### config.mk
export PLATFORM = sky130hd
export DESIGN_NAME = sms_text_gsm7_ucs2_packer_unit
export DESIGN_NICKNAME = d
export VERILOG_FILES = /design/src/rtl/core/smspk_pkg.sv /design/src/rtl/core/smspk_front.sv /design/src/rtl/core/smspk_queue.sv /design/src/rtl/core/smspk_back.sv /design/src/rtl/core/sms_text_gsm7_ucs2_packer_unit.sv
export VERILOG_INCLUDE_DIRS = /design/src /design/src/rtl/core
export SDC_FILE = /design/constraint.sdc
export NUM_CORES = 1
export LEC_CHECK = 0
export BUFFER_PORTS_ARGS = -buffer_cell sky130_fd_sc_hd__buf_2
export CAP_MARGIN = 10
export CORE_MARGIN = 4
export CORE_UTILIZATION = 40
export DETAILED_ROUTE_END_ITERATION = 16
export GPL_ROUTABILITY_DRIVEN = 0
export PLACE_DENSITY_LB_ADDON = 0.12
export SETUP_SLACK_MARGIN = 0.3
export SKIP_CTS_REPAIR_TIMING = 1
export SKIP_LAST_GASP = 1
export SYNTH_ARGS = -nofsm -noshare
export SYNTH_HDL_FRONTEND = slang
export SYNTH_HIERARCHICAL = 1
export SYNTH_SLANG_ARGS = --single-unit
### constraint.sdc
create_clock -name clock -period 21.5 [get_ports clock]
set_input_delay 2.15 -clock clock [delete_from_list [all_inputs] [get_ports clock]]
set_output_delay 2.15 -clock clock [all_outputs]
set_load 0.02 [all_outputs]
### src/rtl/core/sms_text_gsm7_ucs2_packer_unit_assert.svh
// Assertion macros shared by the SMS packer RTL.
`ifndef SMS_TEXT_GSM7_UCS2_PACKER_UNIT_ASSERT_SVH
`define SMS_TEXT_GSM7_UCS2_PACKER_UNIT_ASSERT_SVH
`ifndef SYNTHESIS
`define SMSPK_ASSERT(label, clk, rst, prop, msg) \
   label: assert property (@(posedge clk) disable iff (rst) (prop)) \
      else $error(msg);
`define SMSPK_NEVER(label, clk, rst, expr, msg) \
   label: assert property (@(posedge clk) disable iff (rst) !(expr)) \
      else $error(msg);
`else
`define SMSPK_ASSERT(label, clk, rst, prop, msg)
`define SMSPK_NEVER(label, clk, rst, expr, msg)
`endif
`endif

### src/rtl/core/smspk_pkg.sv
// Types, constants and the GSM 03.38 mapping function of the SMS packer.
`default_nettype none
package smspk_pkg;

   localparam int MaxResults     = 4;
   localparam int ResIdxWidth    = $clog2(MaxResults);
   localparam int QDepth         = 2;
   localparam int QPtrWidth      = (QDepth > 1) ? $clog2(QDepth) : 1;
   localparam int QCountWidth    = $clog2(QDepth + 1);
   localparam int CsrIndexWidth  = 2;
   localparam int CsrDataWidth   = 3;

   localparam logic [CsrIndexWidth-1:0] CsrEncodingMode = 2'd0;
   localparam logic [CsrIndexWidth-1:0] CsrLeadPadBits  = 2'd1;

   localparam logic [15:0] NoCode     = 16'hFFFF;
   localparam logic [6:0]  EscSeptet  = 7'h1B;
   localparam logic [20:0] MaxCp      = 21'h10FFFF;
   localparam logic [20:0] BmpMax     = 21'h00FFFF;
   localparam logic [20:0] SuppBase   = 21'h010000;
   localparam logic [5:0]  HiSurrTop  = 6'b110110;
   localparam logic [5:0]  LoSurrTop  = 6'b110111;

   typedef enum logic [1:0] {
      StatusData  = 2'd0,
      StatusNoMap = 2'd1,
      StatusEnd   = 2'd2
   } status_type;

   typedef struct packed {
      logic [20:0] code_point;
      logic        is_final;
   } req_type;

   typedef struct packed {
      logic [7:0] out_byte;
      status_type status;
      logic       end_of_run;
   } rsp_type;

   // All results caused by one item, oldest in slot zero.
   typedef struct packed {
      rsp_type [MaxResults-1:0] res;
      logic [ResIdxWidth-1:0]   last;
   } bundle_type;

   // Returns the septet, the escape pair (0x1Bxx) or NoCode.
   function automatic logic [15:0] gsm_lookup(input logic [20:0] cp);
      logic [15:0] code;
      unique case (cp)
         21'h40:   code = 16'h00;
         21'h24:   code = 16'h02;
         21'h0A:   code = 16'h0A;
         21'h0D:   code = 16'h0D;
         21'h5F:   code = 16'h11;
         21'hA3:   code = 16'h01;
         21'hA5:   code = 16'h03;
         21'hE8:   code = 16'h04;
         21'hE9:   code = 16'h05;
         21'hF9:   code = 16'h06;
         21'hEC:   code = 16'h07;
         21'hF2:   code = 16'h08;
         21'hC7:   code = 16'h09;
         21'hD8:   code = 16'h0B;
         21'hF8:   code = 16'h0C;
         21'hC5:   code = 16'h0E;
         21'hE5:   code = 16'h0F;
         21'h394:  code = 16'h10;
         21'h3A6:  code = 16'h12;
         21'h393:  code = 16'h13;
         21'h39B:  code = 16'h14;
         21'h3A9:  code = 16'h15;
         21'h3A0:  code = 16'h16;
         21'h3A8:  code = 16'h17;
         21'h3A3:  code = 16'h18;
         21'h398:  code = 16'h19;
         21'h39E:  code = 16'h1A;
         21'hC6:   code = 16'h1C;
         21'hE6:   code = 16'h1D;
         21'hDF:   code = 16'h1E;
         21'hC9:   code = 16'h1F;
         21'hA4:   code = 16'h24;
         21'hA1:   code = 16'h40;
         21'hC4:   code = 16'h5B;
         21'hD6:   code = 16'h5C;
         21'hD1:   code = 16'h5D;
         21'hDC:   code = 16'h5E;
         21'hA7:   code = 16'h5F;
         21'hBF:   code = 16'h60;
         21'hE4:   code = 16'h7B;
         21'hF6:   code = 16'h7C;
         21'hF1:   code = 16'h7D;
         21'hFC:   code = 16'h7E;
         21'hE0:   code = 16'h7F;
         21'h20AC: code = 16'h1B65;
         21'h5E:   code = 16'h1B14;
         21'h7B:   code = 16'h1B28;
         21'h7D:   code = 16'h1B29;
         21'h5C:   code = 16'h1B2F;
         21'h5B:   code = 16'h1B3C;
         21'h7E:   code = 16'h1B3D;
         21'h5D:   code = 16'h1B3E;
         21'h7C:   code = 16'h1B40;
         21'h60:   code = NoCode;
         default: begin
            // Remaining printable ASCII maps onto itself.
            if (cp >= 21'h20 && cp <= 21'h7E) code = cp[15:0];
            else code = NoCode;
         end
      endcase
      return code;
   endfunction

endpackage
`default_nettype wire

### src/rtl/core/smspk_front.sv
// Front end: maps each character, packs septets and builds its result bundle.
`default_nettype none
`include "sms_text_gsm7_ucs2_packer_unit_assert.svh"
module smspk_front import smspk_pkg::*; (
   input  wire logic       clock,
   input  wire logic       reset,
   input  wire logic       encoding_mode,
   input  wire logic [2:0] lead_pad_bits,
   input  wire logic       accept,
   input  wire req_type    req,
   output logic            push,
   output bundle_type      bundle
);

   logic [6:0] carry_bits_ff, carry_bits_in;
   logic [2:0] carry_count_ff, carry_count_in;
   logic       at_start_ff, at_start_in;

   logic [15:0] code;
   logic        mapped, two_sep;
   logic [13:0] sep_pair;
   logic [2:0]  base_cnt;
   logic [6:0]  base_bits;
   logic [20:0] stream;
   logic [4:0]  total;
   logic [1:0]  nbytes;
   logic [6:0]  new_bits, bits_after;
   logic [2:0]  cnt_after;
   logic [19:0] supp;
   logic [15:0] hi_unit, lo_unit;
   logic [2:0]  n;
   rsp_type [MaxResults-1:0] res;

   always_comb begin
      code      = gsm_lookup(req.code_point);
      mapped    = (code != NoCode);
      two_sep   = (code[15:8] != 8'd0);
      sep_pair  = two_sep ? {code[6:0], EscSeptet} : {7'd0, code[6:0]};
      base_cnt  = at_start_ff ? lead_pad_bits : carry_count_ff;
      base_bits = at_start_ff ? 7'd0 : carry_bits_ff;
      stream    = ({7'd0, sep_pair} << base_cnt) | {14'd0, base_bits};
      total     = {2'd0, base_cnt} + (two_sep ? 5'd14 : 5'd7);
      nbytes    = total[4:3];
      case (nbytes)
         2'd0:    new_bits = stream[6:0];
         2'd1:    new_bits = stream[14:8];
         default: new_bits = {2'd0, stream[20:16]};
      endcase
      bits_after = mapped ? new_bits : carry_bits_ff;
      cnt_after  = mapped ? total[2:0] : carry_count_ff;

      supp    = 20'(req.code_point - SuppBase);
      hi_unit = {HiSurrTop, supp[19:10]};
      lo_unit = {LoSurrTop, supp[9:0]};

      res = '0;
      n   = 3'd0;
      if (encoding_mode) begin
         if (req.code_point > MaxCp) begin
            res[0].status = StatusNoMap;
            n = 3'd1;
         end else if (req.code_point > BmpMax) begin
            res[0].out_byte = hi_unit[15:8];
            res[1].out_byte = hi_unit[7:0];
            res[2].out_byte = lo_unit[15:8];
            res[3].out_byte = lo_unit[7:0];
            n = 3'd4;
         end else begin
            res[0].out_byte = req.code_point[15:8];
            res[1].out_byte = req.code_point[7:0];
            n = 3'd2;
         end
      end else begin
         if (!mapped) begin
            res[0].status = StatusNoMap;
            n = 3'd1;
         end else begin
            if (nbytes != 2'd0) begin
               res[0].out_byte = stream[7:0];
               n = 3'd1;
            end
            if (nbytes == 2'd2) begin
               res[1].out_byte = stream[15:8];
               n = 3'd2;
            end
         end
         // Leftover bits leave zero filled at the top when the message ends.
         if (req.is_final && cnt_after != 3'd0) begin
            res[n[ResIdxWidth-1:0]].out_byte = {1'b0, bits_after};
            n = n + 3'd1;
         end
      end
      if (req.is_final) begin
         if (n == 3'd0) begin
            res[0].status = StatusEnd;
            n = 3'd1;
         end
         res[ResIdxWidth'(n - 3'd1)].end_of_run = 1'b1;
      end

      push        = accept && (n != 3'd0);
      bundle.res  = res;
      bundle.last = ResIdxWidth'(n - 3'd1);

      carry_bits_in  = carry_bits_ff;
      carry_count_in = carry_count_ff;
      at_start_in    = at_start_ff;
      if (accept) begin
         if (req.is_final) begin
            carry_bits_in  = 7'd0;
            carry_count_in = 3'd0;
            at_start_in    = 1'b1;
         end else if (!encoding_mode && mapped) begin
            carry_bits_in  = new_bits;
            carry_count_in = total[2:0];
            at_start_in    = 1'b0;
         end
      end
   end

   always_ff @(posedge clock) begin
      if (reset) begin
         carry_bits_ff  <= 7'd0;
         carry_count_ff <= 3'd0;
         at_start_ff    <= 1'b1;
      end else begin
         carry_bits_ff  <= carry_bits_in;
         carry_count_ff <= carry_count_in;
         at_start_ff    <= at_start_in;
      end
   end

   `SMSPK_ASSERT(a_start_no_carry, clock, reset, at_start_ff |-> (carry_count_ff == 3'd0), "carry bits pending at message start")
   `SMSPK_ASSERT(a_final_restarts, clock, reset, (accept && req.is_final) |=> at_start_ff, "message start not restored after final item")
   `SMSPK_ASSERT(a_final_pushes, clock, reset, (accept && req.is_final) |-> push, "final item produced no result")

endmodule
`default_nettype wire

### src/rtl/core/smspk_queue.sv
// Short bundle queue between the front end and the result sequencer.
`default_nettype none
`include "sms_text_gsm7_ucs2_packer_unit_assert.svh"
module smspk_queue import smspk_pkg::*; (
   input  wire logic       clock,
   input  wire logic       reset,
   input  wire logic       push,
   input  wire bundle_type push_data,
   output logic            full,
   input  wire logic       pop,
   output logic            valid,
   output bundle_type      head
);

   bundle_type                 entry_ff [QDepth];
   logic [QPtrWidth-1:0]       wr_ptr_ff, wr_ptr_in;
   logic [QPtrWidth-1:0]       rd_ptr_ff, rd_ptr_in;
   logic [QCountWidth-1:0]     count_ff, count_in;

   always_comb begin
      full  = (count_ff == QCountWidth'(QDepth));
      valid = (count_ff != '0);
      head  = entry_ff[rd_ptr_ff];

      wr_ptr_in = wr_ptr_ff;
      rd_ptr_in = rd_ptr_ff;
      count_in  = count_ff;
      if (push) begin
         wr_ptr_in = (wr_ptr_ff == QPtrWidth'(QDepth - 1)) ? '0 : wr_ptr_ff + 1'b1;
      end
      if (pop) begin
         rd_ptr_in = (rd_ptr_ff == QPtrWidth'(QDepth - 1)) ? '0 : rd_ptr_ff + 1'b1;
      end
      if (push && !pop) count_in = count_ff + 1'b1;
      else if (pop && !push) count_in = count_ff - 1'b1;
   end

   always_ff @(posedge clock) begin
      if (push) entry_ff[wr_ptr_ff] <= push_data;
   end

   always_ff @(posedge clock) begin
      if (reset) begin
         wr_ptr_ff <= '0;
         rd_ptr_ff <= '0;
         count_ff  <= '0;
      end else begin
         wr_ptr_ff <= wr_ptr_in;
         rd_ptr_ff <= rd_ptr_in;
         count_ff  <= count_in;
      end
   end

   `SMSPK_NEVER(a_q_overflow, clock, reset, push && full, "bundle pushed into a full queue")
   `SMSPK_NEVER(a_q_underflow, clock, reset, pop && !valid, "bundle popped from an empty queue")
   `SMSPK_NEVER(a_q_bound, clock, reset, count_ff > QCountWidth'(QDepth), "queue count out of range")

endmodule
`default_nettype wire

### src/rtl/core/smspk_back.sv
// Back end: hands out the results of each bundle one per cycle while rsp_pop is high.
`default_nettype none
`include "sms_text_gsm7_ucs2_packer_unit_assert.svh"
module smspk_back import smspk_pkg::*; (
   input  wire logic       clock,
   input  wire logic       reset,
   input  wire logic       q_valid,
   input  wire bundle_type q_head,
   output logic            q_pop,
   output logic            rsp_empty,
   input  wire logic       rsp_pop,
   output rsp_type         rsp_data
);

   logic                   busy_ff, busy_in;
   logic [ResIdxWidth-1:0] idx_ff, idx_in;
   bundle_type             cur_ff, cur_in;
   logic                   take, at_last;

   always_comb begin
      rsp_empty = !busy_ff;
      rsp_data  = cur_ff.res[idx_ff];
      take      = busy_ff && rsp_pop;
      at_last   = (idx_ff == cur_ff.last);
      // The next bundle loads in the cycle the last result of this one leaves.
      q_pop     = q_valid && (!busy_ff || (take && at_last));

      busy_in = busy_ff;
      idx_in  = idx_ff;
      cur_in  = cur_ff;
      if (q_pop) begin
         busy_in = 1'b1;
         idx_in  = '0;
         cur_in  = q_head;
      end else if (take) begin
         if (at_last) busy_in = 1'b0;
         else idx_in = idx_ff + 1'b1;
      end
   end

   always_ff @(posedge clock) begin
      cur_ff <= cur_in;
   end

   always_ff @(posedge clock) begin
      if (reset) begin
         busy_ff <= 1'b0;
         idx_ff  <= '0;
      end else begin
         busy_ff <= busy_in;
         idx_ff  <= idx_in;
      end
   end

   `SMSPK_NEVER(a_idx_range, clock, reset, busy_ff && (idx_ff > cur_ff.last), "result index beyond bundle")
   `SMSPK_ASSERT(a_eor_last, clock, reset, (busy_ff && rsp_data.end_of_run) |-> at_last, "end of run before the last result")
   `SMSPK_ASSERT(a_rsp_hold, clock, reset, (busy_ff && !rsp_pop) |=> (!rsp_empty && $stable(rsp_data)), "waiting item changed before it was taken")

endmodule
`default_nettype wire

### src/rtl/core/sms_text_gsm7_ucs2_packer_unit.sv
// Top level of the SMS user-data packer (GSM 7-bit septets or UCS-2 octets).
//
//   channel   direction  handshake              payload
//   req_      in         req_push / req_full    req_type: code_point, is_final
//   rsp_      out        rsp_empty / rsp_pop    rsp_type: out_byte, status, end_of_run
//   csr_      in         csr_valid / csr_ready  csr_index, csr_wdata
//
// A character is taken whenever the bundle queue has room and gives up to
// four octets, which pass through the bundle queue and the back-end register
// and then leave one per cycle while rsp_pop is high; the result port sets
// the rate. Reset is synchronous and clears the packing state, the queue and
// the configuration registers. A stalled result port fills the two-entry
// queue and then raises req_full.
`default_nettype none
module sms_text_gsm7_ucs2_packer_unit import smspk_pkg::*; (
   input  wire logic                     clock,
   input  wire logic                     reset,
   input  wire logic                     req_push,
   output logic                          req_full,
   input  wire req_type                  req_data,
   output logic                          rsp_empty,
   input  wire logic                     rsp_pop,
   output rsp_type                       rsp_data,
   input  wire logic                     csr_valid,
   output logic                          csr_ready,
   input  wire logic [CsrIndexWidth-1:0] csr_index,
   input  wire logic [CsrDataWidth-1:0]  csr_wdata
);

   logic       encoding_mode_ff, encoding_mode_in;
   logic [2:0] lead_pad_bits_ff, lead_pad_bits_in;
   logic       accept, push, q_full, q_pop, q_valid;
   bundle_type bundle, q_head;

   always_comb begin
      csr_ready        = 1'b1;
      encoding_mode_in = encoding_mode_ff;
      lead_pad_bits_in = lead_pad_bits_ff;
      if (csr_valid) begin
         unique case (csr_index)
            CsrEncodingMode: encoding_mode_in = csr_wdata[0];
            CsrLeadPadBits:  lead_pad_bits_in = csr_wdata[2:0];
            default: ;
         endcase
      end
      req_full = q_full;
      accept   = req_push && !q_full;
   end

   always_ff @(posedge clock) begin
      if (reset) begin
         encoding_mode_ff <= 1'b0;
         lead_pad_bits_ff <= 3'd0;
      end else begin
         encoding_mode_ff <= encoding_mode_in;
         lead_pad_bits_ff <= lead_pad_bits_in;
      end
   end

   smspk_front u_front (
      .clock         (clock),
      .reset         (reset),
      .encoding_mode (encoding_mode_ff),
      .lead_pad_bits (lead_pad_bits_ff),
      .accept        (accept),
      .req           (req_data),
      .push          (push),
      .bundle        (bundle)
   );

   smspk_queue u_queue (
      .clock     (clock),
      .reset     (reset),
      .push      (push),
      .push_data (bundle),
      .full      (q_full),
      .pop       (q_pop),
      .valid     (q_valid),
      .head      (q_head)
   );

   smspk_back u_back (
      .clock     (clock),
      .reset     (reset),
      .q_valid   (q_valid),
      .q_head    (q_head),
      .q_pop     (q_pop),
      .rsp_empty (rsp_empty),
      .rsp_pop   (rsp_pop),
      .rsp_data  (rsp_data)
   );

endmodule
`default_nettype wire

==> Implementation_results.wiki <==
{| class="wikitable"
! Metric !! Value
|-
| Final clock skew || 10.2 ps
|-
| Root buf cell || sky130_fd_sc_hd__clkbuf_16
|-
| Effective utilization at floorplan || 40.9%
|-
| Power spent charging and discharging nets || 0.279 mW
|-
| Reported leakage power || 4.06 nW
|-
| Total of warnings raised by yosys || 6
|-
| Number of nets at the end of the flow || 1110
|-
| Number of antenna violations at the first check in global routing || 1
|-
| Utilization of the core after routing || 44.6%
|-
| Final worst setup slack || 12030 ps
|-
| Largest driver fanout on the critical path || 46
|-
| Setup violation total in the final timing report || 0
|-
| Proportion of register bits with asynchronous set or reset after synthesis || 0%
|-
| Final critical-path share of the clock period || 44.1%
|-
| Source of the worst register-to-register timing path || u_front/at_start_ff
|-
| Endpoint, Worst Hold || u_front/carry_bits_ff[1]
|-
| Post-detailed-routing wire length || 32200 um
|-
| Peak VDD IR || 0.0000498 V
|-
| Total global-route track usage || 21.9%
|-
| Slew @ Worst Pin || 1000 ps
|-
| Die height || 172 um
|-
| Final count of hold timing violations || 0
|-
| Most used DFF post-synth || sky130_fd_sc_hd__edfxtp_1
|-
| Htree depth || 4
|-
| Via count || 9054
|-
| Combinational fraction of design power || 22.6%
|-
| RSZ-0062 raised after global routing || no
|-
| Number of enable-type register cells in the synthesized netlist || 138
|-
| Antenna diode instance count || 0
|-
| FP Rows || 59
|-
| Initial detailed-routing violation count || 1169
|-
| Clock input transition at the sequential cells of the worst setup and hold paths || 70 ps
|-
| Buffer levels on the longest clock path || 2
|-
| Critical hold path startpoint || u_front/carry_bits_ff[1]
|-
| Area grow syn2layout || 8.88%
|-
| Type of origin of the critical path || primary input
|-
| Internal || 0.705 mW
|-
| Placeable Area || 0.0263 mm^2
|-
| Pin count of the biggest net entering global routing || 50
|-
| Total Negative Setup Slacks || 0 ps
|-
| Worst slack at placement || 11720 ps
|-
| Number of primary I/O pins || 46
|-
| Post-synth design cell area || 0.0108 mm^2
|-
| Clock tree from TritonCTS || yes
|-
| Remaining max-slew budget at the tightest pin || 31.3%
|-
| FF-to-FF End || u_queue/entry_ff[0][34]
|-
| F_max || 106 MHz
|-
| Via count of the first global-routing pass || 8632
|-
| Post-detailed-route DRC marker count || 0
|-
| Hold Path Depth || 2
|-
| Clock network fraction of total power || 31.2%
|-
| Leftover overflow at the end of global routing || 0
|-
| Full die area || 0.0296 mm^2
|-
| First-pass GRT wire length || 50800 um
|-
| Port bufs || 44
|-
| Num CTS Buffers || 17
|-
| Seq pwr share || 46.2%
|-
| Count of pins over their slew limit || 0
|-
| Cell variety after synth || 108
|-
| Class of the worst hold path || register to register
|-
| Average wire per standard cell || 22.7 um
|-
| Run status || finished, final reports clean
|-
| Setup CP Type || primary input to register
|-
| Sequential cell area fraction in the yosys report || 42.8%
|-
| Cells after synthesis || 1063
|-
| Max_cap viols || 0
|-
| Mapped Avg Cell Area || 10.1 um^2
|-
| Endpoint class of the critical path || register
|-
| Data arrival at the endpoint of the critical path || 9520 ps
|-
| Clk_lat worst skew || 420 ps
|-
| Antenna-violating nets left || 0
|-
| Width of the die || 172 um
|-
| Sink Count || 161
|-
| Power density over the cells || 84.0 mW/mm^2
|-
| HPWL after DPL || 23100 um
|-
| R2R cell count || 16
|-
| Shortest period the worst path allows || 9470 ps
|-
| Via density per instance || 6.39
|-
| First-pass DRT Iterations || 7
|-
| Data required time at the worst endpoint || 21550 ps
|-
| Fraction of layout instances using a drive strength above 1 || 18.2%
|-
| Number of register bits inferred by synthesis || 161
|-
| Switching part of the total power || 28.4%
|-
| Slack of the worst reg-to-reg path || 15140 ps
|-
| Total Power || 0.984 mW
|}
==> per-layer routing <==
metal | vias up | GRT usage (%) | part of all wire, % | wire length, um
li1 | 4180 | - | - | -
met1 | 4304 | 30.2 | 43 | 13800
met2 | 471 | 35.4 | 46 | 15000
met3 | 97 | 3.66 | 7.3 | 2360
met4 | 2 | 6.80 | 3.2 | 1030
met5 | - | 0 | 0.040 | 13
==> synthesized netlist by cell type (all sizes together), types with 6 or more instances <==
master   instances  share of area, %
a211oi           9              0.67
a21oi           36               1.7
a22oi            9              0.63
a2bb2oi          6              0.55
a31o             6              0.49
a31oi           18               1.1
a32oi            6              0.49
a41oi            8              0.72
and2            14              0.84
and3            15              0.88
buf             52               3.3
clkbuf          23              0.80
dfxtp           23               4.3
edfxtp         138                39
ha               9               1.0
inv             25              0.87
mux2            55               5.8
mux2i           15               1.4
mux4            12               2.5
nand2           80               2.8
nand2b          21               1.2
nand3           34               1.6
nand3b           7              0.49
nand4           27               1.6
nor2            78               2.7
nor2b           20               1.2
nor3            41               2.0
nor4            17               1.2
nor4bb           7              0.65
o211ai          10              0.70
o21a            11              0.77
o21ai           51               2.4
o221ai           7              0.57
o22ai           10              0.58
o31ai           15               1.1
or2              8              0.49
or3             17              0.99
or4              6              0.45
or4b             6              0.56
xor2             6              0.49
==> per-stage QoR <==
step	cell area, um^2	instances	hold WS (ps)
floorplan	10800	1068	432
global placement	11100	1385	441
detailed placement	11100	1385	448
CTS	11700	1417	457
global route	11700	1417	487
finish	11700	1417	458
==> power groups by stage <==
stage	Combinational [mW]	Clock (mW)	Sequential, mW
6_report	0.222	0.307	0.455
5_1_grt	0.245	0.330	0.462
4_1_cts	0.226	0.315	0.456
3_5_place_dp	0.225	0	0.463
3_3_place_gp	0.225	0	0.460
2_1_floorplan	0.169	0	0.457
==> flip-flops by register name (all words and copies together), names as in the netlist, named ones only <==
name	flops
encoding_mode_ff	1
lead_pad_bits_ff	3
u_back/busy_ff	1
u_back/cur_ff	46
u_back/idx_ff	2
u_front/at_start_ff	1
u_front/carry_bits_ff	7
u_front/carry_count_ff	3
u_queue/count_ff	2
u_queue/entry_ff	92
u_queue/rd_ptr_ff	1
u_queue/wr_ptr_ff	1
==> area by class of cell <==
cell class | count | area [um^2]
Clock buffer | 18 | 429
Fill cell | 2512 | 14600
Clock inverter | 14 | 180
Tap cell | 335 | 419
Inverter | 28 | 105
Multi-Input combinational cell | 804 | 5660
Timing Repair Buffer | 57 | 318
Sequential cell | 161 | 4610
==> placed cells by master, fill, tap and decap left out, types with 8 or more instances in the layout <==
master                      count
sky130_fd_sc_hd__nor2b_1       19
sky130_fd_sc_hd__nand3_1       33
sky130_fd_sc_hd__a22oi_1        9
sky130_fd_sc_hd__nor4_1        14
sky130_fd_sc_hd__nand4_1       27
sky130_fd_sc_hd__a21oi_1       36
sky130_fd_sc_hd__buf_4         13
sky130_fd_sc_hd__mux2_2        54
sky130_fd_sc_hd__clkbuf_16     17
sky130_fd_sc_hd__nor2_1        78
sky130_fd_sc_hd__or3_1         17
sky130_fd_sc_hd__o21ai_1       18
sky130_fd_sc_hd__nand2_1       78
sky130_fd_sc_hd__and3_1        14
sky130_fd_sc_hd__a211oi_1       8
sky130_fd_sc_hd__o211ai_1      10
sky130_fd_sc_hd__o21a_1        11
sky130_fd_sc_hd__dfxtp_1       22
sky130_fd_sc_hd__and2_1        12
sky130_fd_sc_hd__ha_1           9
sky130_fd_sc_hd__a31oi_1       17
sky130_fd_sc_hd__o22ai_1       10
sky130_fd_sc_hd__buf_2         44
sky130_fd_sc_hd__mux4_2        12
sky130_fd_sc_hd__o21ai_0       33
sky130_fd_sc_hd__mux2i_1       12
sky130_fd_sc_hd__o31ai_1       14
sky130_fd_sc_hd__edfxtp_1     138
sky130_fd_sc_hd__nor3_1        38
sky130_fd_sc_hd__inv_1         24
sky130_fd_sc_hd__nand2b_1      21
==> cell families (layout without fill, tap and decap cells) <==
logic type      Yosys count  count (layout)  synth area share, %
simple gates            428             428                 22.3
compound gates          267             267                 18.1
flops                   161             161                 42.8
buf+inv                 103             117                 5.12
mux                      82              82                 9.70
xor+xnor                 11              11                0.895
fa+ha+maj                 9               9                 1.05
other cells               2               7               0.0698
==> critical path: stages <==
cell and delay, ps:
sky130_fd_sc_hd__buf_2 580, sky130_fd_sc_hd__nor4bb_1 730, sky130_fd_sc_hd__buf_4 250, sky130_fd_sc_hd__nand3_1 90, sky130_fd_sc_hd__nor3_1 500, sky130_fd_sc_hd__nor2_1 150
sky130_fd_sc_hd__nand2_1 220, sky130_fd_sc_hd__a31o_1 450, sky130_fd_sc_hd__inv_2 220, sky130_fd_sc_hd__ha_1 280, sky130_fd_sc_hd__nor3_1 740, sky130_fd_sc_hd__xnor2_1 220
sky130_fd_sc_hd__or2_2 360, sky130_fd_sc_hd__ha_1 280, sky130_fd_sc_hd__mux2i_1 60, sky130_fd_sc_hd__a21oi_1 360, sky130_fd_sc_hd__or3b_1 430, sky130_fd_sc_hd__and2_1 200
sky130_fd_sc_hd__ha_1 200, sky130_fd_sc_hd__a21oi_1 280, sky130_fd_sc_hd__nor2b_4 200, sky130_fd_sc_hd__buf_4 500
==> worst max-delay path by stage <==
| stage | depth (start not counted) | to | slack (ps) | from |
|---|---|---|---|---|
| 2_1_floorplan | 27 | u_queue/entry_ff[0][0] | 11820 | req_data[7] |
| 3_3_place_gp | 24 | u_queue/entry_ff[0][14] | 11960 | req_data[5] |
| 3_5_place_dp | 22 | u_queue/entry_ff[1][14] | 11720 | req_data[6] |
| 4_1_cts | 22 | u_queue/entry_ff[1][22] | 12130 | req_data[6] |
| 5_1_grt | 22 | u_queue/entry_ff[0][22] | 11330 | req_data[6] |
| 6_report | 22 | u_queue/entry_ff[0][34] | 12030 | req_data[6] |
Power figures use the tool's default switching activity.
